===== src/sv/assert_macros.svh =====
// Assertion macros shared by the chassis serial frame link RTL.
// Included by the modules that check their own logic; no other dependencies.
`ifndef ASSERT_MACROS_SVH
`define ASSERT_MACROS_SVH

// Property holds at every clock edge outside reset.
`define SFL_ASSERT(lbl, clk, rst_n, prop, msg) \
    lbl: assert property (@(posedge clk) disable iff (!rst_n) (prop)) \
        else $error(msg);

// Antecedent at one edge implies consequent at the next.
`define SFL_ASSERT_NEXT(lbl, clk, rst_n, ante, cons, msg) \
    lbl: assert property (@(posedge clk) disable iff (!rst_n) (ante) |=> (cons)) \
        else $error(msg);

`endif


===== src/sv/sfl_pkg.sv =====
// Shared types and constants for the chassis serial frame link.
// Used by sfl_front, sfl_fifo, sfl_back and the top level; no dependencies.
`default_nettype none

package sfl_pkg;

    localparam int MAX_PAYLOAD_DEFAULT = 250;
    localparam int FIFO_DEPTH          = 4;

    localparam int CFG_INDEX_W = 2;
    localparam int CFG_DATA_W  = 7;

    localparam logic [CFG_INDEX_W-1:0] CFG_LEFT_SPEED  = 2'd0;
    localparam logic [CFG_INDEX_W-1:0] CFG_RIGHT_SPEED = 2'd1;
    localparam logic [CFG_INDEX_W-1:0] CFG_RUN_ENABLE  = 2'd2;

    localparam logic [7:0] SYNC_FIRST      = 8'h55;
    localparam logic [7:0] SYNC_SECOND     = 8'hAA;
    localparam logic [7:0] LEN_SPEED       = 8'h09;
    localparam logic [7:0] LEN_RESET       = 8'h02;
    localparam logic [7:0] TYPE_SPEED      = 8'h01;
    localparam logic [7:0] TYPE_RESET_REQ  = 8'hFF;
    localparam logic [7:0] TYPE_RESET_ACK  = 8'h05;
    localparam logic [7:0] MIN_SPEED_LEN   = 8'd5;

    localparam logic [3:0] SPEED_LAST_IDX = 4'd13;
    localparam logic [3:0] RESET_LAST_IDX = 4'd6;

    typedef enum logic [1:0] {
        CMD_SPEED,
        CMD_RESET,
        CMD_REPORT
    } cmd_kind_t;

    // One unit of work for the transmit side.
    // Speed frame: a/b are the left/right speed words. Report: wheel counts.
    typedef struct packed {
        cmd_kind_t   kind;
        logic [7:0]  seq;
        logic [15:0] a;
        logic [15:0] b;
    } cmd_t;

    typedef struct packed {
        logic signed [6:0] left_speed;
        logic signed [6:0] right_speed;
        logic              run_enable;
    } cfg_t;

endpackage

`default_nettype wire


===== src/sv/sfl_front.sv =====
// Receive-side frame parser and command classifier.
// Depends on sfl_pkg; feeds commands into sfl_fifo.
`default_nettype none

module sfl_front #(
    parameter int MAX_PAYLOAD = sfl_pkg::MAX_PAYLOAD_DEFAULT
) (
    input  wire logic         clk,
    input  wire logic         rst_n,
    input  wire logic         in_valid,
    output logic              in_stall,
    input  wire logic         action,
    input  wire logic [7:0]   rx_byte,
    input  wire sfl_pkg::cfg_t cfg,
    input  wire logic         fifo_full,
    output logic              push,
    output sfl_pkg::cmd_t     push_data
);
    import sfl_pkg::*;

    localparam logic [7:0] LenLimit = 8'(MAX_PAYLOAD);

    typedef enum logic [2:0] {
        PH_SYNC1,
        PH_SYNC2,
        PH_LEN,
        PH_SEQ,
        PH_PAY,
        PH_CHK
    } phase_t;

    phase_t      phase_reg, phase_next;
    logic [7:0]  len_reg, len_next;
    logic [7:0]  idx_reg, idx_next;
    logic [7:0]  xor_reg, xor_next;
    logic [7:0]  type_reg, type_next;
    logic [15:0] left_reg, left_next;
    logic [15:0] right_reg, right_next;
    logic [7:0]  seq_reg, seq_next;

    logic        accept;
    logic [15:0] left_word;
    logic [15:0] right_word;

    assign in_stall = fifo_full;
    assign accept   = in_valid && !fifo_full;

    assign left_word  = cfg.run_enable ? {{9{cfg.left_speed[6]}}, cfg.left_speed} : 16'd0;
    assign right_word = cfg.run_enable ? {{9{cfg.right_speed[6]}}, cfg.right_speed} : 16'd0;

    always_comb
    begin
        phase_next = phase_reg;
        len_next   = len_reg;
        idx_next   = idx_reg;
        xor_next   = xor_reg;
        type_next  = type_reg;
        left_next  = left_reg;
        right_next = right_reg;
        seq_next   = seq_reg;
        push       = 1'b0;
        push_data  = '0;

        if (accept && action)
        begin
            // tick: speed frame, parser untouched
            push           = 1'b1;
            push_data.kind = CMD_SPEED;
            push_data.seq  = seq_reg;
            push_data.a    = left_word;
            push_data.b    = right_word;
            seq_next       = seq_reg + 8'd1;
        end
        else if (accept)
        begin
            unique case (phase_reg)
                PH_SYNC1:
                begin
                    xor_next = 8'd0;
                    if (rx_byte == SYNC_FIRST)
                    begin
                        xor_next   = rx_byte;
                        phase_next = PH_SYNC2;
                    end
                end
                PH_SYNC2:
                begin
                    // a bad second sync byte is dropped, not retried as first sync
                    if (rx_byte == SYNC_SECOND)
                    begin
                        xor_next   = xor_reg ^ rx_byte;
                        phase_next = PH_LEN;
                    end
                    else
                    begin
                        phase_next = PH_SYNC1;
                    end
                end
                PH_LEN:
                begin
                    if (rx_byte > LenLimit)
                    begin
                        phase_next = PH_SYNC1;
                    end
                    else
                    begin
                        xor_next   = xor_reg ^ rx_byte;
                        len_next   = rx_byte;
                        idx_next   = 8'd0;
                        phase_next = PH_SEQ;
                    end
                end
                PH_SEQ:
                begin
                    xor_next   = xor_reg ^ rx_byte;
                    phase_next = (len_reg == 8'd0) ? PH_CHK : PH_PAY;
                end
                PH_PAY:
                begin
                    xor_next = xor_reg ^ rx_byte;
                    case (idx_reg)
                        8'd0:    type_next  = rx_byte;
                        8'd1:    left_next  = {rx_byte, left_reg[7:0]};
                        8'd2:    left_next  = {left_reg[15:8], rx_byte};
                        8'd3:    right_next = {rx_byte, right_reg[7:0]};
                        8'd4:    right_next = {right_reg[15:8], rx_byte};
                        default: ;
                    endcase
                    idx_next = idx_reg + 8'd1;
                    if (idx_next >= len_reg)
                    begin
                        phase_next = PH_CHK;
                    end
                end
                PH_CHK:
                begin
                    phase_next = PH_SYNC1;
                    if (rx_byte == xor_reg && len_reg != 8'd0)
                    begin
                        if (type_reg == TYPE_SPEED && len_reg >= MIN_SPEED_LEN)
                        begin
                            push           = 1'b1;
                            push_data.kind = CMD_REPORT;
                            push_data.a    = left_reg;
                            push_data.b    = right_reg;
                        end
                        else if (type_reg == TYPE_RESET_REQ)
                        begin
                            push           = 1'b1;
                            push_data.kind = CMD_RESET;
                            push_data.seq  = seq_reg;
                            seq_next       = seq_reg + 8'd1;
                        end
                    end
                end
                default:
                begin
                    phase_next = PH_SYNC1;
                end
            endcase
        end
    end

    always_ff @(posedge clk or negedge rst_n)
    begin
        if (!rst_n)
        begin
            phase_reg <= PH_SYNC1;
            len_reg   <= 8'd0;
            idx_reg   <= 8'd0;
            xor_reg   <= 8'd0;
            type_reg  <= 8'd0;
            left_reg  <= 16'd0;
            right_reg <= 16'd0;
            seq_reg   <= 8'd0;
        end
        else
        begin
            phase_reg <= phase_next;
            len_reg   <= len_next;
            idx_reg   <= idx_next;
            xor_reg   <= xor_next;
            type_reg  <= type_next;
            left_reg  <= left_next;
            right_reg <= right_next;
            seq_reg   <= seq_next;
        end
    end

endmodule

`default_nettype wire


===== src/sv/sfl_fifo.sv =====
// Short command queue between the parser and the transmit serializer.
// Depends on sfl_pkg and assert_macros.svh.
`default_nettype none
`include "assert_macros.svh"

module sfl_fifo (
    input  wire logic          clk,
    input  wire logic          rst_n,
    input  wire logic          push,
    input  wire sfl_pkg::cmd_t push_data,
    input  wire logic          pop,
    output sfl_pkg::cmd_t      pop_data,
    output logic               full,
    output logic               empty
);
    import sfl_pkg::*;

    localparam int PTR_W = $clog2(FIFO_DEPTH);
    localparam logic [PTR_W:0] DepthCount = (PTR_W+1)'(FIFO_DEPTH);

    cmd_t             entry_reg [FIFO_DEPTH];
    logic [PTR_W-1:0] wr_ptr_reg, wr_ptr_next;
    logic [PTR_W-1:0] rd_ptr_reg, rd_ptr_next;
    logic [PTR_W:0]   count_reg, count_next;

    assign full     = (count_reg == DepthCount);
    assign empty    = (count_reg == '0);
    assign pop_data = entry_reg[rd_ptr_reg];

    always_comb
    begin
        wr_ptr_next = push ? wr_ptr_reg + 1'b1 : wr_ptr_reg;
        rd_ptr_next = pop ? rd_ptr_reg + 1'b1 : rd_ptr_reg;
        count_next  = count_reg;
        if (push && !pop)
        begin
            count_next = count_reg + 1'b1;
        end
        else if (pop && !push)
        begin
            count_next = count_reg - 1'b1;
        end
    end

    always_ff @(posedge clk)
    begin
        if (push)
        begin
            entry_reg[wr_ptr_reg] <= push_data;
        end
    end

    always_ff @(posedge clk or negedge rst_n)
    begin
        if (!rst_n)
        begin
            wr_ptr_reg <= '0;
            rd_ptr_reg <= '0;
            count_reg  <= '0;
        end
        else
        begin
            wr_ptr_reg <= wr_ptr_next;
            rd_ptr_reg <= rd_ptr_next;
            count_reg  <= count_next;
        end
    end

    `SFL_ASSERT(a_count_bound, clk, rst_n, count_reg <= DepthCount, "fifo count overflow")
    `SFL_ASSERT(a_no_pop_empty, clk, rst_n, !(pop && empty), "pop from empty fifo")
    `SFL_ASSERT_NEXT(a_push_grows, clk, rst_n, push && !pop, count_reg == $past(count_reg) + 1'b1, "push lost")

endmodule

`default_nettype wire


===== src/sv/sfl_back.sv =====
// Transmit serializer: expands queued commands into output transactions.
// Depends on sfl_pkg and assert_macros.svh; drains sfl_fifo.
`default_nettype none
`include "assert_macros.svh"

module sfl_back (
    input  wire logic          clk,
    input  wire logic          rst_n,
    input  wire logic          fifo_empty,
    input  wire sfl_pkg::cmd_t fifo_data,
    output logic               pop,
    output logic               out_valid,
    input  wire logic          out_stall,
    output logic               kind,
    output logic [7:0]         tx_byte,
    output logic [15:0]        left_count,
    output logic [15:0]        right_count,
    output logic               last
);
    import sfl_pkg::*;

    cmd_t        cmd_reg, cmd_next;
    logic        active_reg, active_next;
    logic [3:0]  idx_reg, idx_next;
    logic [7:0]  xor_reg, xor_next;

    logic        out_valid_reg, out_valid_next;
    logic        kind_reg, kind_next;
    logic [7:0]  tx_reg, tx_next;
    logic [15:0] left_reg, left_next;
    logic [15:0] right_reg, right_next;
    logic        last_reg, last_next;

    logic        out_ready;
    logic        emit;
    logic        final_item;
    logic [7:0]  frame_byte;

    assign out_ready = !out_valid_reg || !out_stall;
    assign emit      = active_reg && out_ready;

    always_comb
    begin
        unique case (cmd_reg.kind)
            CMD_SPEED:  final_item = (idx_reg == SPEED_LAST_IDX);
            CMD_RESET:  final_item = (idx_reg == RESET_LAST_IDX);
            default:    final_item = 1'b1;
        endcase
    end

    // next chain back-to-back: pop as the current frame's last byte goes out
    assign pop = !fifo_empty && (!active_reg || (emit && final_item));

    always_comb
    begin
        frame_byte = 8'd0;
        if (final_item)
        begin
            frame_byte = xor_reg;
        end
        else
        begin
            unique case (idx_reg)
                4'd0:    frame_byte = SYNC_FIRST;
                4'd1:    frame_byte = SYNC_SECOND;
                4'd2:    frame_byte = (cmd_reg.kind == CMD_SPEED) ? LEN_SPEED : LEN_RESET;
                4'd3:    frame_byte = cmd_reg.seq;
                4'd4:    frame_byte = (cmd_reg.kind == CMD_SPEED) ? TYPE_SPEED : TYPE_RESET_ACK;
                4'd5:    frame_byte = (cmd_reg.kind == CMD_SPEED) ? cmd_reg.a[15:8] : 8'd0;
                4'd6:    frame_byte = cmd_reg.a[7:0];
                4'd7:    frame_byte = cmd_reg.b[15:8];
                4'd8:    frame_byte = cmd_reg.b[7:0];
                default: frame_byte = 8'd0;
            endcase
        end
    end

    always_comb
    begin
        cmd_next       = cmd_reg;
        active_next    = active_reg;
        idx_next       = idx_reg;
        xor_next       = xor_reg;
        out_valid_next = out_valid_reg;
        kind_next      = kind_reg;
        tx_next        = tx_reg;
        left_next      = left_reg;
        right_next     = right_reg;
        last_next      = last_reg;

        if (emit)
        begin
            out_valid_next = 1'b1;
            last_next      = final_item;
            if (cmd_reg.kind == CMD_REPORT)
            begin
                kind_next  = 1'b1;
                tx_next    = 8'd0;
                left_next  = cmd_reg.a;
                right_next = cmd_reg.b;
            end
            else
            begin
                kind_next  = 1'b0;
                tx_next    = frame_byte;
                left_next  = 16'd0;
                right_next = 16'd0;
            end
            idx_next = idx_reg + 4'd1;
            xor_next = xor_reg ^ frame_byte;
            if (final_item)
            begin
                active_next = 1'b0;
            end
        end
        else if (out_ready)
        begin
            out_valid_next = 1'b0;
        end

        if (pop)
        begin
            cmd_next    = fifo_data;
            active_next = 1'b1;
            idx_next    = 4'd0;
            xor_next    = 8'd0;
        end
    end

    always_ff @(posedge clk or negedge rst_n)
    begin
        if (!rst_n)
        begin
            active_reg    <= 1'b0;
            out_valid_reg <= 1'b0;
        end
        else
        begin
            active_reg    <= active_next;
            out_valid_reg <= out_valid_next;
        end
    end

    always_ff @(posedge clk)
    begin
        cmd_reg   <= cmd_next;
        idx_reg   <= idx_next;
        xor_reg   <= xor_next;
        kind_reg  <= kind_next;
        tx_reg    <= tx_next;
        left_reg  <= left_next;
        right_reg <= right_next;
        last_reg  <= last_next;
    end

    assign out_valid   = out_valid_reg;
    assign kind        = kind_reg;
    assign tx_byte     = tx_reg;
    assign left_count  = left_reg;
    assign right_count = right_reg;
    assign last        = last_reg;

    `SFL_ASSERT(a_report_single, clk, rst_n, !(out_valid_reg && kind_reg) || last_reg, "report not last")
    `SFL_ASSERT(a_idx_bound, clk, rst_n, !active_reg || idx_reg <= SPEED_LAST_IDX, "frame index overrun")

endmodule

`default_nettype wire


===== src/sv/chassis_serial_frame_link_unit.sv =====
// Top level of the chassis serial frame link: config registers, parser, queue, serializer.
// Depends on sfl_pkg, sfl_front, sfl_fifo and sfl_back.
`default_nettype none

// Each input transaction is either a received serial byte or a control tick.
// The parser works on a received byte as soon as it is taken and
// emits nothing until the checksum byte of a valid frame. A valid wheel-count
// frame yields one report transaction; a valid reset request yields a 7-byte
// reset frame; a tick yields a 14-byte speed frame. Frames go out one byte per
// cycle from the serializer while the output is not stalled; consecutive frames
// follow with no gap. A 4-entry command queue sits between parser and
// serializer, so input is stalled only when four commands are waiting. Speed
// settings are sampled when the tick is accepted.
module chassis_serial_frame_link_unit #(
    parameter int MAX_PAYLOAD = sfl_pkg::MAX_PAYLOAD_DEFAULT
) (
    input  wire logic                            clk,
    input  wire logic                            rst_n,
    input  wire logic                            in_valid,
    output logic                                 in_stall,
    input  wire logic                            action,
    input  wire logic [7:0]                      rx_byte,
    output logic                                 out_valid,
    input  wire logic                            out_stall,
    output logic                                 kind,
    output logic [7:0]                           tx_byte,
    output logic [15:0]                          left_count,
    output logic [15:0]                          right_count,
    output logic                                 last,
    input  wire logic                            cfg_we,
    input  wire logic [sfl_pkg::CFG_INDEX_W-1:0] cfg_index,
    input  wire logic [sfl_pkg::CFG_DATA_W-1:0]  cfg_data
);
    import sfl_pkg::*;

    cfg_t cfg_reg, cfg_next;
    cmd_t push_data;
    cmd_t pop_data;
    logic push;
    logic pop;
    logic fifo_full;
    logic fifo_empty;

    always_comb
    begin
        cfg_next = cfg_reg;
        if (cfg_we)
        begin
            unique case (cfg_index)
                CFG_LEFT_SPEED:  cfg_next.left_speed  = cfg_data;
                CFG_RIGHT_SPEED: cfg_next.right_speed = cfg_data;
                CFG_RUN_ENABLE:  cfg_next.run_enable  = cfg_data[0];
                default:         ;
            endcase
        end
    end

    always_ff @(posedge clk or negedge rst_n)
    begin
        if (!rst_n)
        begin
            cfg_reg.left_speed  <= 7'sd0;
            cfg_reg.right_speed <= 7'sd0;
            cfg_reg.run_enable  <= 1'b1;
        end
        else
        begin
            cfg_reg <= cfg_next;
        end
    end

    sfl_front #(
        .MAX_PAYLOAD(MAX_PAYLOAD)
    ) u_front (
        .clk       (clk),
        .rst_n     (rst_n),
        .in_valid  (in_valid),
        .in_stall  (in_stall),
        .action    (action),
        .rx_byte   (rx_byte),
        .cfg       (cfg_reg),
        .fifo_full (fifo_full),
        .push      (push),
        .push_data (push_data)
    );

    sfl_fifo u_fifo (
        .clk       (clk),
        .rst_n     (rst_n),
        .push      (push),
        .push_data (push_data),
        .pop       (pop),
        .pop_data  (pop_data),
        .full      (fifo_full),
        .empty     (fifo_empty)
    );

    sfl_back u_back (
        .clk         (clk),
        .rst_n       (rst_n),
        .fifo_empty  (fifo_empty),
        .fifo_data   (pop_data),
        .pop         (pop),
        .out_valid   (out_valid),
        .out_stall   (out_stall),
        .kind        (kind),
        .tx_byte     (tx_byte),
        .left_count  (left_count),
        .right_count (right_count),
        .last        (last)
    );

endmodule

`default_nettype wire

===== config.mk =====
export PLATFORM = sky130hd
export DESIGN_NAME = chassis_serial_frame_link_unit
export DESIGN_NICKNAME = d
export VERILOG_FILES = /design/src/sv/sfl_pkg.sv /design/src/sv/sfl_front.sv /design/src/sv/sfl_fifo.sv /design/src/sv/sfl_back.sv /design/src/sv/chassis_serial_frame_link_unit.sv
export VERILOG_INCLUDE_DIRS = /design/src /design/src/sv
export SDC_FILE = /design/constraint.sdc
export NUM_CORES = 1
export LEC_CHECK = 0
export ABC_AREA = 1
export BUFFER_PORTS_ARGS = -buffer_cell sky130_fd_sc_hd__buf_2
export CORE_ASPECT_RATIO = 0.7
export CORE_UTILIZATION = 45
export CTS_BUF_LIST = sky130_fd_sc_hd__clkbuf_4
export DETAILED_ROUTE_END_ITERATION = 8
export MAX_ROUTING_LAYER = met4
export PLACE_DENSITY = 0.63
export SETUP_SLACK_MARGIN = 0.1
export SYNTH_ARGS = -nofsm -noshare
export SYNTH_HDL_FRONTEND = slang
export SYNTH_SLANG_ARGS = --single-unit

===== constraint.sdc =====
create_clock -name clk -period 9.4 [get_ports clk]
set_clock_uncertainty 0.2 [all_clocks]
set_input_delay 1.41 -clock clk [delete_from_list [all_inputs] [get_ports clk]]
set_output_delay 1.41 -clock clk [all_outputs]
set_load 0.1 [all_outputs]

**Word-level counts from Yosys, hierarchy flattened**

Memory sizes are Yosys's and may differ from the RTL's. A register that Yosys moved wholly into a read port is not among the register bits.
Index checks and enable logic that the tools add are counted.

- Flip-flop bits (word level): 153
- Memory bits (writable): 168
- Output and inout bits: 44
- Memories: 1

- Add/subtract/negate cells: 7
- $lt $le $gt $ge: 3
- Equality and inequality tests: 33
- Mux-type cells: 52
- Bitwise gates (word level): 8
- Reduce and logical (&&, ||, !) cells: 51

Memories:

| memory | depth | bits a word | rd ports | clocked after Yosys merged registers in | wr ports | RTL line | text |
|---|---|---|---|---|---|---|---|
| u_fifo.entry_reg | 4 | 42 | 1 | 1 | 1 | sfl_fifo.sv:21 | `cmd_t entry_reg [FIFO_DEPTH];` |

Operator list:

| cell | number |
|---|---|
| 42-bit two-way mux | 4 |
| 8-bit two-way mux | 13 |
| 8-bit case mux with 9 select lines | 1 |
| 16-bit case mux with 2 select lines | 2 |
| 16-bit two-way mux | 2 |
| 32-bit two-way mux | 1 |
| 8-bit case mux with 4 select lines | 1 |
| 5-bit AND reduction | 6 |
| 2-bit nonzero test | 9 |
| 8-bit by 1-bit adder with 8-bit output, second input constant | 2 |
| 4-bit by 3-bit equality test with 1-bit output, second input constant | 4 |
| 8-bit by 1-bit equality test with 1-bit output, second input constant | 2 |
| 8-bit by 2-bit equality test with 1-bit output, second input constant | 2 |
| 8-bit equality test, second input constant | 2 |
| 8-bit logical NOT | 2 |
| 8-bit case mux with 2 select lines | 1 |
| 4-bit AND reduction | 4 |
| 8-bit XOR | 2 |
| 1-bit two-way mux | 15 |
| 3-bit two-way mux | 5 |
| 3-bit case mux with 5 select lines | 1 |
| 3-bit equality test, second input constant | 3 |
| 1-bit logical AND | 9 |
| 9-bit two-way mux | 1 |
| 32 further kinds | 60 |

**Depth between registers and ports, before layout**

Gate-level depths: netlist of the first run.

- Depth in word-level cells: 11
- Depth in mapped cells: 16
- Depth with buffers taken out: 15

**Cells and area by module**

From an unflattened synthesis of the first run, not the netlist that was laid out.

- Cell total of the unflattened synthesis: 1578
- Area, all modules: 16336.9 um^2

By module, submodules not included:

| module | times used | cells each | area an instance (um^2) | sequential area each (um^2) |
|---|---|---|---|---|
| sfl_fifo | 1 | 538 | 7081.8 | 5220.0 |
| sfl_front | 1 | 592 | 4398.0 | 1876.8 |
| sfl_back | 1 | 379 | 4211.5 | 2812.7 |
| chassis_serial_frame_link_unit | 1 | 69 | 645.6 | 376.6 |

**Least setup slack after synthesis of the first run**

No wires, ideal clock.

- Kind: input to register
- Start point: input port rx_byte[6]
- End point: memory u_fifo.entry_reg[0][0] in the netlist's numbering (enable)
- Library setup time: 0.506 ns
- Arrival: 5.267 ns
- Required time: 8.694 ns
- Path slack: 3.427 ns
- Cell stages on the path: 8
- Path through: buf_6 -> xnor2_2 -> nand2_1 -> nor2_1 -> nand2_2 -> nor2_8 -> nand3_2 -> a21boi_0

- Word-level cells in the longest chain between the ends: 8

RTL lines:

| element | RTL line | text |
|---|---|---|
| start, declared | chassis_serial_frame_link_unit.sv:22 | `input wire logic [7:0] rx_byte,` |
| 8-bit equality test | sfl_front.sv:138 | `if (rx_byte == xor_reg && len_reg != 8'd0)` |
| 1-bit logical AND | sfl_front.sv:138 |  |
| 1-bit two-way mux | sfl_front.sv:138 |  |
| 1-bit two-way mux | sfl_front.sv:76 | `unique case (phase_reg)` |
| 1-bit two-way mux | sfl_front.sv:74 | `else if (accept)` |
| 1-bit two-way mux | sfl_front.sv:64 | `if (accept && action)` |
| 1-bit two-way mux | sfl_fifo.sv:47 | `if (push)` |
| 1-bit two-way mux (implied by the code) | sfl_fifo.sv:49 | `entry_reg[wr_ptr_reg] <= push_data;` |
| end, declared | sfl_fifo.sv:21 |  |

Every way passes these cells.

**Worst setup path in the final report of the first run**

- Start point: input port rx_byte[7]
- End point: register u_fifo.count_reg[2]

- Word-level cells in the longest chain between the ends: 9
- Elaborated cells on any way between the ends: 11
- Classes of those cells: eq/ne: 1; mux: 5; reduce/logical: 5

RTL lines:

| element | RTL line | text |
|---|---|---|
| 8-bit equality test * | sfl_front.sv:138 |  |
| 1-bit logical AND * | sfl_front.sv:138 |  |
| 1-bit two-way mux * | sfl_front.sv:138 |  |
| 1-bit two-way mux * | sfl_front.sv:76 |  |
| 1-bit two-way mux * | sfl_front.sv:74 |  |
| 1-bit two-way mux * | sfl_front.sv:64 |  |
| named net push | chassis_serial_frame_link_unit.sv:39 | `logic push;` |
| 1-bit logical NOT | sfl_fifo.sv:39 | `else if (pop && !push)` |
| 1-bit logical AND | sfl_fifo.sv:39 |  |
| 2-bit nonzero test (no line) | - |  |
| end signal, assigned | sfl_fifo.sv:65 | `count_reg <= count_next;` |
| end, declared | sfl_fifo.sv:24 | `logic [PTR_W:0] count_reg, count_next;` |

The timed path passes the listed nets; every way through them passes the cells marked *.
A chain may end at the register's enable or synchronous reset.

==> results of run 1 <==
==> worst paths after layout <==
check	from	end	slack, ns	cells past startpoint
max in group asynchronous	rst_n	u_fifo.rd_ptr_reg[1]$_DFFE_PN0P_	7.33	2
worst max-delay path	rx_byte[7]	u_fifo.count_reg[2]$_DFFE_PN0P_	5.59	14
worst max register to register	u_front.xor_reg[7]$_DFFE_PN0P_	u_fifo.count_reg[2]$_DFFE_PN0P_	5.99	13
worst min-delay path	u_front.right_reg[13]$_DFFE_PN0P_	u_front.right_reg[13]$_DFFE_PN0P_	0.29	2
worst min register to register	u_front.right_reg[13]$_DFFE_PN0P_	u_front.right_reg[13]$_DFFE_PN0P_	0.29	2
min in group asynchronous	rst_n	u_front.len_reg[6]$_DFFE_PN0P_	0.46	1
==> power breakdown <==
group	switching [uW]	internal, uW
Sequential	215	2180
Combinational	1540	413
Clock	623	791
Total	2370	3380
==> layout by cell type, fill, tap and decap left out, types with 22 or more instances in the layout <==
master	instances
nand2_1	283
edfxtp_1	252
nor2_1	177
o21ai_0	142
clkbuf_4	141
inv_1	114
dfrtp_1	96
nand3_1	89
buf_2	65
o22ai_1	42
nand4_1	30
o21ai_2	25
a21oi_1	23
ha_1	22
==> layout make-up <==
cell class	count	area (sq um)	share of cell area, %
Sequential cell	363	10300	57.5
Multi-Input combinational cell	928	4860	27.2
Clock buffer	141	1060	5.92
Tap cell	472	591	3.30
Inverter	126	483	2.70
Timing Repair Buffer	76	408	2.28
Clock inverter	18	193	1.08
Antenna cell	1	2.50	0.0140
==> worst min-delay path, delay by kind of cell (launching register included) <==
family | cells | cell delay (ns)
flops | 1 | 0.35
simple gates | 1 | 0.06
compound gates | 1 | 0.04
==> kinds of logic (layout without fill, tap and decap cells) <==
group / Yosys count / in the layout / share of synthesized area, %
simple gates: 638 / 638 / 18.4
xor+xnor: 23 / 23 / 1.32
fa+ha+maj: 23 / 23 / 1.86
buf+inv: 181 / 361 / 4.77
compound gates: 244 / 244 / 8.74
other cells: 0 / 1 / 0
flops: 363 / 363 / 64.9
==> metal layers <==
| layer | vias to the layer above | share of wire, % | global-route usage, % |
|---|---|---|---|
| met5 | - | 0 | - |
| met3 | 41 | 5.9 | 5.63 |
| met4 | 0 | 1.4 | 5.47 |
| met1 | 5335 | 51 | 32.6 |
| li1 | 5325 | - | - |
| met2 | 318 | 42 | 28.7 |
==> through the flow <==
| step | hold slack [ns] | power (uW) | worst slack (ns) | std cells | instance area (sq um) |
|---|---|---|---|---|---|
| after floorplan | 0.253 | 3870 | 3.43 | 1472 | 15900 |
| after CTS | 0.287 | 5810 | 5.70 | 2124 | 17900 |
| after global routing | 0.310 | 6100 | 5.49 | 2125 | 17900 |
| final | 0.285 | 5760 | 5.59 | 2125 | 17900 |
| after global placement | 0.268 | 4350 | 4.92 | 1965 | 16600 |
| after detailed placement | 0.270 | 4390 | 4.88 | 1965 | 16600 |
==> flow_metrics.py, run 1 <==
metrics = {
    "clock_network": {
        "cts_resized": 0,
        "clockRootBuffer": "clkbuf_4",
        "insertion_delay_ns": 0.77,
        "path_clk_slew_ns": 0.08,
        "numCtsBuffers": 88,
        "clk_path_buf_depth": 3,
        "cts_setup_buffers": 0,
        "h-tree-depth": 3,
        "cts_tree": "yes",
        "ctsHoldBuffers": 0,
        "clock-sinks": 363,
    },
    "global_route": {
        "antenna_found_initial": 1,
        "grt_pass1_vias": 10559,
        "grt_max_degree": 87,
        "grt_pass1_wl_mm": 58.2,
        "grt_util_all_layers_pct": 21.6,
        "overflow": 0,
    },
    "detailed_routing": {
        "via_per_inst": 5.19,
        "drtIter0Drc": 859,
        "wl_per_cell_um": 17.2,
        "vias": 11019,
        "antenna_left": 0,
        "drcViolationCount": 0,
        "totalWireLength_mm": 36.6,
        "dr.pass1.iters": 5,
    },
    "synth": {
        "netlist.top_cell.by_area": "edfxtp_1",
        "yosysWarnings": 0,
        "ys.flop_type": "edfxtp_1",
        "syn_nets": 1518,
        "ys_types": 45,
        "netlist_area_sq_um": 15900,
        "yosysMostFrequentCell": "nand2_1",
        "synth-edff-count": 252,
        "ys_ff_latch": 363,
        "yosysTopAreaCellShare_pct": 47.7,
        "syn-instance-count": 1472,
        "avgSynthCellArea_sq_um": 10.8,
        "ys_seq_area_share_pct": 64.9,
        "async_flop_share_pct": 27.3,
        "synth.area.top_cells": "edfxtp_1, dfrtp_1, nand2_1",
        "synth_common_cells": "nand2_1, edfxtp_1, nor2_1, o21ai_0, inv_1",
    },
    "setup_path": {
        "critPathMaxStageDelay_ns": 0.44,
        "worst_path_dominant_cell_family": "simple AND/OR/NAND/NOR gates",
        "critPathBufInv": 2,
        "worstPathArrival_ns": 4.24,
        "cp_max_fo": 34,
        "path_cells": "buf_2 -> xnor2_1 -> nand2_1 -> nor2_1 -> nand2_2 -> nor2_8 -> nand3_2 -> nand2_1 -> ha_1 -> inv_1 -> fa_1 -> a21oi_1 -> o21ai_0 -> xnor2_1",
        "required_ns": 9.83,
        "slowest_stage": "fa_1",
        "crit_type": "primary input to register",
        "worst_setup_path_end_kind": "register",
        "startpoint_type": "primary input",
    },
    "timing": {
        "slew_headroom_pct": 32.1,
        "finalSetupViolations": 0,
        "rsz0062_at_grt": "false",
        "slew_violations": 0,
        "hold_viol_final": 0,
        "period_share_pct": 40.5,
        "fmax_mhz": 263,
        "tns_ns": 0,
        "period_needed_ns": 3.81,
        "tightest_slew_ns": 1.02,
    },
    "pwr": {
        "ir_worst_vdd_mv": 0.154,
        "leakage_uw": 0.00750,
        "p_per_area_nw_per_um2": 322,
    },
    "floorplanning": {
        "initial_utilization_pct": 45.7,
        "num_rows": 57,
        "core_sq_um": 34700,
        "io_pins": 67,
        "dieArea_sq_um": 36000,
        "die_width_um": 226,
        "die_h_um": 159,
    },
    "status": {
        "status": "finished clean",
    },
    "placement": {
        "portBuffers": 66,
        "place_hpwl_mm": 24.3,
        "gp_congestion": 0.921,
    },
    "worst_hold_path": {
        "hold_path.class": "register to register",
    },
    "finish": {
        "layout.nets": 1629,
        "fill_cells": 3144,
        "largest_register_ffs": 168,
        "syn_to_final_growth_pct": 12.8,
        "drive_above_1_share_pct": 19.1,
        "finish.utilization_pct": 51.6,
    },
    "flow_run": {
        "maxCapViolCount": 0,
    },
}
Note: power is estimated with default switching activity, not from simulation.
==> run 2, diff against run 1 <==
--- a/config.mk
+++ b/config.mk
@@ -13,7 +13,7 @@
 export CTS_BUF_LIST = sky130_fd_sc_hd__clkbuf_4
 export DETAILED_ROUTE_END_ITERATION = 8
 export MAX_ROUTING_LAYER = met4
-export PLACE_DENSITY = 0.63
+export PLACE_DENSITY = 0.66
 export SETUP_SLACK_MARGIN = 0.1
 export SYNTH_ARGS = -nofsm -noshare
 export SYNTH_HDL_FRONTEND = slang
==> constraint.sdc (replaced) <==
create_clock -name clk -period 3.45 [get_ports clk]
set_clock_uncertainty 0.2 [all_clocks]
set_input_delay 0.5175 -clock clk [delete_from_list [all_inputs] [get_ports clk]]
set_output_delay 0.5175 -clock clk [all_outputs]
set_load 0.1 [all_outputs]
==> run 2 against run 1 <==
Critical path depth increased by 1. First-iteration DRC count up 5.7%. Global-route usage grew 0.43 points. Via count rose by 0.66%. Non-clock buffer count increased by 31. Critical endpoint unchanged. Largest cell class unchanged. Largest power group unchanged. Highest routed layer unchanged.
==> flow_metrics.py, run 2 (synthesized netlist as in run 1, its figures left out) <==
metrics = {
    "status": {
        "status": "finished clean",
    },
    "global_route": {
        "antenna_found_initial": 2,
        "overflow": 0,
        "grt_util_all_layers_pct": 22.1,
        "grt_pass1_vias": 10808,
        "grt_max_degree": 86,
        "grt_pass1_wl_mm": 59.4,
    },
    "flow_run": {
        "maxCapViolCount": 0,
    },
    "clock_network": {
        "cts_tree": "yes",
        "clockRootBuffer": "clkbuf_4",
        "insertion_delay_ns": 0.80,
        "numCtsBuffers": 86,
        "clk_path_buf_depth": 3,
        "clock-sinks": 363,
        "cts_resized": 0,
        "h-tree-depth": 3,
        "path_clk_slew_ns": 0.07,
    },
    "detailed_routing": {
        "antenna_left": 0,
        "totalWireLength_mm": 37.3,
        "via_per_inst": 5.15,
        "drcViolationCount": 0,
        "wl_per_cell_um": 17.3,
        "drtIter0Drc": 908,
        "vias": 11092,
        "dr.pass1.iters": 5,
    },
    "placement": {
        "dp_slack_ns": 0.450,
        "portBuffers": 66,
        "place_hpwl_mm": 24.9,
        "place_inst": 1974,
        "gp_congestion": 0.934,
    },
    "finish": {
        "regArea_sq_um": 10300,
        "mostFrequentLayoutCells": "nand2_1, edfxtp_1, nor2_1",
        "layout_commonest_cell": "nand2_1",
        "largest_register_ffs": 168,
        "final_cells": 2154,
        "syn_to_final_growth_pct": 14.4,
        "layout.nets": 1658,
        "multi_input_area_sq_um": 4860,
        "fill_cells": 3139,
        "drive_above_1_share_pct": 18.2,
    },
    "timing": {
        "period_share_pct": 85.1,
        "slew_headroom_pct": 43.0,
        "period_needed_ns": 2.93,
        "tightest_slew_ns": 0.855,
        "finalSetupViolations": 0,
        "rsz0062_at_grt": "false",
        "layout_setup_ws_ns": 0.515,
        "hold_viol_final": 0,
        "slew_violations": 0,
        "fmax_mhz": 341,
    },
    "setup_path": {
        "crit_type": "register to register",
        "required_ns": 3.93,
        "worstPathArrival_ns": 3.42,
        "worst_setup_path_end_kind": "register",
        "startpoint_type": "register",
        "r2r-start": "u_back.idx_reg[0]$_SDFFE_PP0P_",
        "cp_max_fo": 10,
        "timing.rr.end": "u_fifo.count_reg[2]$_DFFE_PN0P_",
        "r2r_cells": 15,
        "r2r_setup_slack_ns": 0.52,
    },
    "worst_hold_path": {
        "hold_path.class": "primary input to async pin",
    },
    "pwr": {
        "total_power_uw": 15500,
        "p_per_area_nw_per_um2": 857,
        "leakage_uw": 0.00759,
        "ir_worst_vdd_mv": 0.408,
    },
    "floorplanning": {
        "initial_utilization_pct": 45.7,
        "die_width_um": 226,
        "core_sq_um": 34700,
        "dieArea_sq_um": 36000,
        "io_pins": 67,
        "die_h_um": 159,
        "num_rows": 57,
    },
}
==> run 2: worst max path at each step <==
stage / startpoint / to / slack, ns / cells after the start
CTS: u_back.idx_reg[0]$_SDFFE_PP0P_ / u_fifo.count_reg[2]$_DFFE_PN0P_ / 0.51 / 15
global route: u_back.idx_reg[0]$_SDFFE_PP0P_ / u_fifo.count_reg[2]$_DFFE_PN0P_ / 0.32 / 15
floorplan: rx_byte[6] / u_fifo.entry_reg[2][0]$_DFFE_PP_ / -0.49 / 8
finish: u_back.idx_reg[0]$_SDFFE_PP0P_ / u_fifo.count_reg[2]$_DFFE_PN0P_ / 0.52 / 15
detailed placement: rx_byte[7] / u_fifo.count_reg[2]$_DFFE_PN0P_ / 0.45 / 14
global placement: rx_byte[7] / u_fifo.count_reg[2]$_DFFE_PN0P_ / 0.46 / 14
==> run 2: worst max-delay path, cell delays in order (launching register included) <==
cell and delay, ns:
dfxtp_1 0.41, inv_1 0.10, ha_1 0.31, nand3_2 0.14, nand3_1 0.13, nand2_4 0.15, inv_4 0.08, nand2_4 0.07
nand2_4 0.07, nand2_8 0.11, ha_1 0.15, inv_1 0.07, fa_1 0.43, a21oi_1 0.14, o21ai_0 0.12, xnor2_1 0.14
==> run 2: metal layers <==
metal | global-route usage, % | vias to the layer above | routed length, um
met2 | 30.1 | 349 | 15800
li1 | - | 5405 | -
met1 | 32.6 | 5285 | 18300
met4 | 6.05 | 0 | 622
met5 | - | - | 0
met3 | 5.30 | 53 | 2520
==> run 2: layout make-up <==
type | count | share of cell area, %
sequential | 363 | 56.7
clock inverter | 30 | 1.11
antenna | 4 | 0.0552
inverter | 126 | 2.66
clock buffer | 124 | 5.13
timing repair buffer | 107 | 4.25
tap | 472 | 3.26
multi-input combinational | 928 | 26.8
==> run 2: per-stage QoR <==
stage	TNS [ns]	util [%]	cell area (sq um)	hold WS, ns
finish	0	52.3	18100	0.116
global route	0	52.3	18100	0.136
CTS	0	52.3	18100	0.0985
detailed placement	0	48.4	16800	0.270
global placement	0	48.4	16800	0.269
floorplan	-82.81	-	15900	0.0219
==> run 2: where the power goes <==
group	switching, uW	total [uW]	internal (uW)
logic	4320	5550	1220
clock network	1700	3580	1880
registers	486	6420	5930
total	6510	15500	9030
==> run 2: repair_timing <==
action                                 4_1_cts  5_1_grt
hold buffers                                22        0
buffers inserted                             0        0
endpoints found under the hold margin      127        0
==> run 3, diff against run 2 <==
--- a/config.mk
+++ b/config.mk
@@ -13,7 +13,7 @@
 export CTS_BUF_LIST = sky130_fd_sc_hd__clkbuf_4
 export DETAILED_ROUTE_END_ITERATION = 8
 export MAX_ROUTING_LAYER = met4
-export PLACE_DENSITY = 0.66
+export PLACE_DENSITY = 0.63
 export SETUP_SLACK_MARGIN = 0.1
 export SYNTH_ARGS = -nofsm -noshare
 export SYNTH_HDL_FRONTEND = slang
==> constraint.sdc (replaced) <==
create_clock -name clk -period 3.06 [get_ports clk]
set_clock_uncertainty 0.2 [all_clocks]
set_input_delay 0.459 -clock clk [delete_from_list [all_inputs] [get_ports clk]]
set_output_delay 0.459 -clock clk [all_outputs]
set_load 0.1 [all_outputs]
==> run 3 against run 2 <==
Worst hold slack lost 0.030 ns. Sequential share of layout area down 0.28 points. Final area increased by 0.51%. Register-to-register slack lost 0.19 ns. Clock power is 10% higher. First-iteration DRC count grew 5.1%. Non-clock buffer count rose by 14. Final cell count increased by 0.60%. Power up 13%. Core utilization grew 0.27 points. Sequential cell count is the same. Critical path depth stayed put. Critical path type unchanged.
==> flow_metrics.py, run 3 (synthesized netlist as in run 1, its figures left out) <==
metrics = {
    "setup_path": {
        "worstPathArrival_ns": 3.21,
        "r2r-start": "u_back.idx_reg[1]$_SDFFE_PP0P_",
        "startpoint_type": "register",
        "worst_setup_path_end_kind": "register",
        "r2r_cells": 15,
        "timing.rr.end": "u_fifo.count_reg[2]$_DFFE_PN0P_",
        "r2r_setup_slack_ns": 0.32,
        "required_ns": 3.54,
        "crit_type": "register to register",
        "cp_max_fo": 10,
    },
    "timing": {
        "fmax_mhz": 365,
        "layout_setup_ws_ns": 0.322,
        "slew_violations": 0,
        "slew_headroom_pct": 44.3,
        "finalSetupViolations": 0,
        "holdWs_ns": 0.0867,
        "period_share_pct": 89.5,
        "period_needed_ns": 2.74,
        "tightest_slew_ns": 0.836,
        "rsz0062_at_grt": "false",
        "hold_viol_final": 0,
    },
    "clock_network": {
        "path_clk_slew_ns": 0.07,
        "clock-sinks": 363,
        "cts_setup_buffers": 0,
        "clockRootBuffer": "clkbuf_4",
        "clk_path_buf_depth": 3,
        "insertion_delay_ns": 0.80,
        "h-tree-depth": 3,
        "cts_tree": "yes",
        "numCtsBuffers": 86,
    },
    "global_route": {
        "overflow": 0,
        "antenna_found_initial": 2,
        "grt_util_all_layers_pct": 22.4,
        "grt_pass1_wl_mm": 60.0,
        "grt_max_degree": 62,
        "grt_pass1_vias": 10778,
    },
    "detailed_routing": {
        "vias": 11115,
        "antenna_left": 0,
        "drcViolationCount": 0,
        "via_per_inst": 5.13,
        "totalWireLength_mm": 37.5,
        "dr.pass1.iters": 5,
        "drtIter0Drc": 954,
        "wl_per_cell_um": 17.3,
    },
    "placement": {
        "dp_slack_ns": 0.256,
        "place_inst": 1988,
        "place_hpwl_mm": 24.9,
        "place_area_sq_um": 16900,
        "portBuffers": 66,
        "gp_congestion": 0.887,
    },
    "floorplanning": {
        "dieArea_sq_um": 36000,
        "core_sq_um": 34700,
        "num_rows": 57,
        "die_h_um": 159,
        "die_width_um": 226,
        "initial_utilization_pct": 45.7,
        "io_pins": 67,
    },
    "pwr": {
        "leakage_uw": 0.00765,
        "ir_worst_vdd_mv": 0.415,
        "power_frac_comb_pct": 36.0,
        "p_sw_share_pct": 42.0,
        "clockPowerShare_pct": 22.5,
        "netSwitchingPower_uw": 7340,
        "p_int_uw": 10200,
        "p_per_area_nw_per_um2": 960,
        "seqPwrFrac_pct": 41.5,
    },
    "finish": {
        "mostFrequentLayoutCells": "nand2_1, edfxtp_1, nor2_1",
        "postLayoutCellArea_sq_um": 18200,
        "final_cells": 2167,
        "layout.nets": 1672,
        "fill_cells": 3121,
        "layout_commonest_cell": "nand2_1",
        "syn_to_final_growth_pct": 14.9,
        "drive_above_1_share_pct": 19.3,
        "largest_register_ffs": 168,
    },
    "worst_hold_path": {
        "hold_start": "cfg_we",
        "holdPathEnd": "cfg_reg[3]$_DFFE_PN0P_",
        "min_path_cells": 3,
        "hold_path.class": "primary input to register",
    },
    "status": {
        "status": "finished clean",
    },
    "flow_run": {
        "maxCapViolCount": 0,
    },
}
## run 3: changes by cell type in the layout (fill, tap and decap cells not counted)
| cell | previous run | this run |
|---|---|---|
| buf_12 | 6 | 7 |
| buf_4 | 14 | 27 |
| bufinv_16 | 3 | 1 |
| clkbuf_4 | 124 | 130 |
| clkinv_1 | 23 | 14 |
| clkinv_4 | 0 | 1 |
| dfxtp_1 | 12 | 11 |
| dfxtp_2 | 0 | 1 |
| diode_2 | 4 | 7 |
| nor3_2 | 1 | 0 |
| nor3_4 | 0 | 1 |
## run 3: metal layers
| layer | part of all wire [%] | vias to the layer above | global-route usage [%] |
|---|---|---|---|
| li1 | - | 5412 | - |
| met2 | 42 | 365 | 29.6 |
| met4 | 1.6 | 0 | 6.08 |
| met1 | 50 | 5286 | 34.3 |
| met3 | 6.7 | 52 | 5.06 |
| met5 | 0 | - | - |
## run 3: power by group through the flow
stage               sequential [uW]  clock [uW]  combinational, uW
finish                         7260        3940               6290
global route                   7370        4290               6890
CTS                            7270        4050               6340
detailed placement             7370           0               6300
global placement               7340           0               6230
floorplan                      9000           0               2890
## run 3: what timing repair did
action                     CTS  global route
setup endpoints to repair    0             4
gates resized for setup      0             2
hold endpoints to repair   134             0
hold buffers                22             0
## run 3: worst max-delay path by stage
| stage | from | endpoint | slack [ns] | depth (start not counted) |
|---|---|---|---|---|
| global route | u_front.idx_reg[0]$_DFFE_PN0P_ | u_front.phase_reg[0]$_DFFE_PN0P_ | 0.11 | 14 |
| finish | u_back.idx_reg[1]$_SDFFE_PP0P_ | u_fifo.count_reg[2]$_DFFE_PN0P_ | 0.32 | 15 |
| CTS | u_fifo.count_reg[0]$_DFFE_PN0P_ | in_stall | 0.28 | 4 |
| detailed placement | rx_byte[1] | u_fifo.count_reg[2]$_DFFE_PN0P_ | 0.26 | 13 |
| floorplan | rx_byte[6] | u_fifo.entry_reg[0][0]$_DFFE_PP_ | -0.12 | 8 |
| global placement | rx_byte[1] | u_fifo.count_reg[2]$_DFFE_PN0P_ | 0.26 | 13 |
## run 3: area by class of cell
| cell class | count | area (sq um) | area share, % |
|---|---|---|---|
| Multi-Input combinational cell | 928 | 4860 | 26.7 |
| Clock buffer | 130 | 976 | 5.36 |
| Tap cell | 472 | 591 | 3.24 |
| Inverter | 126 | 483 | 2.65 |
| Antenna cell | 7 | 17.5 | 0.0961 |
| Sequential cell | 363 | 10300 | 56.5 |
| Clock inverter | 20 | 116 | 0.639 |
| Timing Repair Buffer | 121 | 888 | 4.87 |
## run 3: through the flow
step / utilization [%] / setup TNS (ns) / total power [uW]
finish: 52.6 / 0 / 17500
global route: 52.6 / 0 / 18600
CTS: 52.5 / 0 / 17700
detailed placement: 48.7 / 0 / 13700
global placement: 48.7 / 0 / 13600
floorplan: - / -19.98 / 11900
## run 3: worst max-delay path, cell delays in order, from the launching register on
cell     delay (ns)
dfxtp_1        0.41
inv_1          0.10
ha_1           0.26
nand3_1        0.12
nand2_2        0.07
nand2_4        0.13
inv_4          0.08
nand2_4        0.07
nand2_4        0.08
nand2_8        0.07
ha_1           0.14
inv_1          0.07
fa_1           0.44
a21oi_1        0.14
o21ai_0        0.11
xnor2_1        0.14
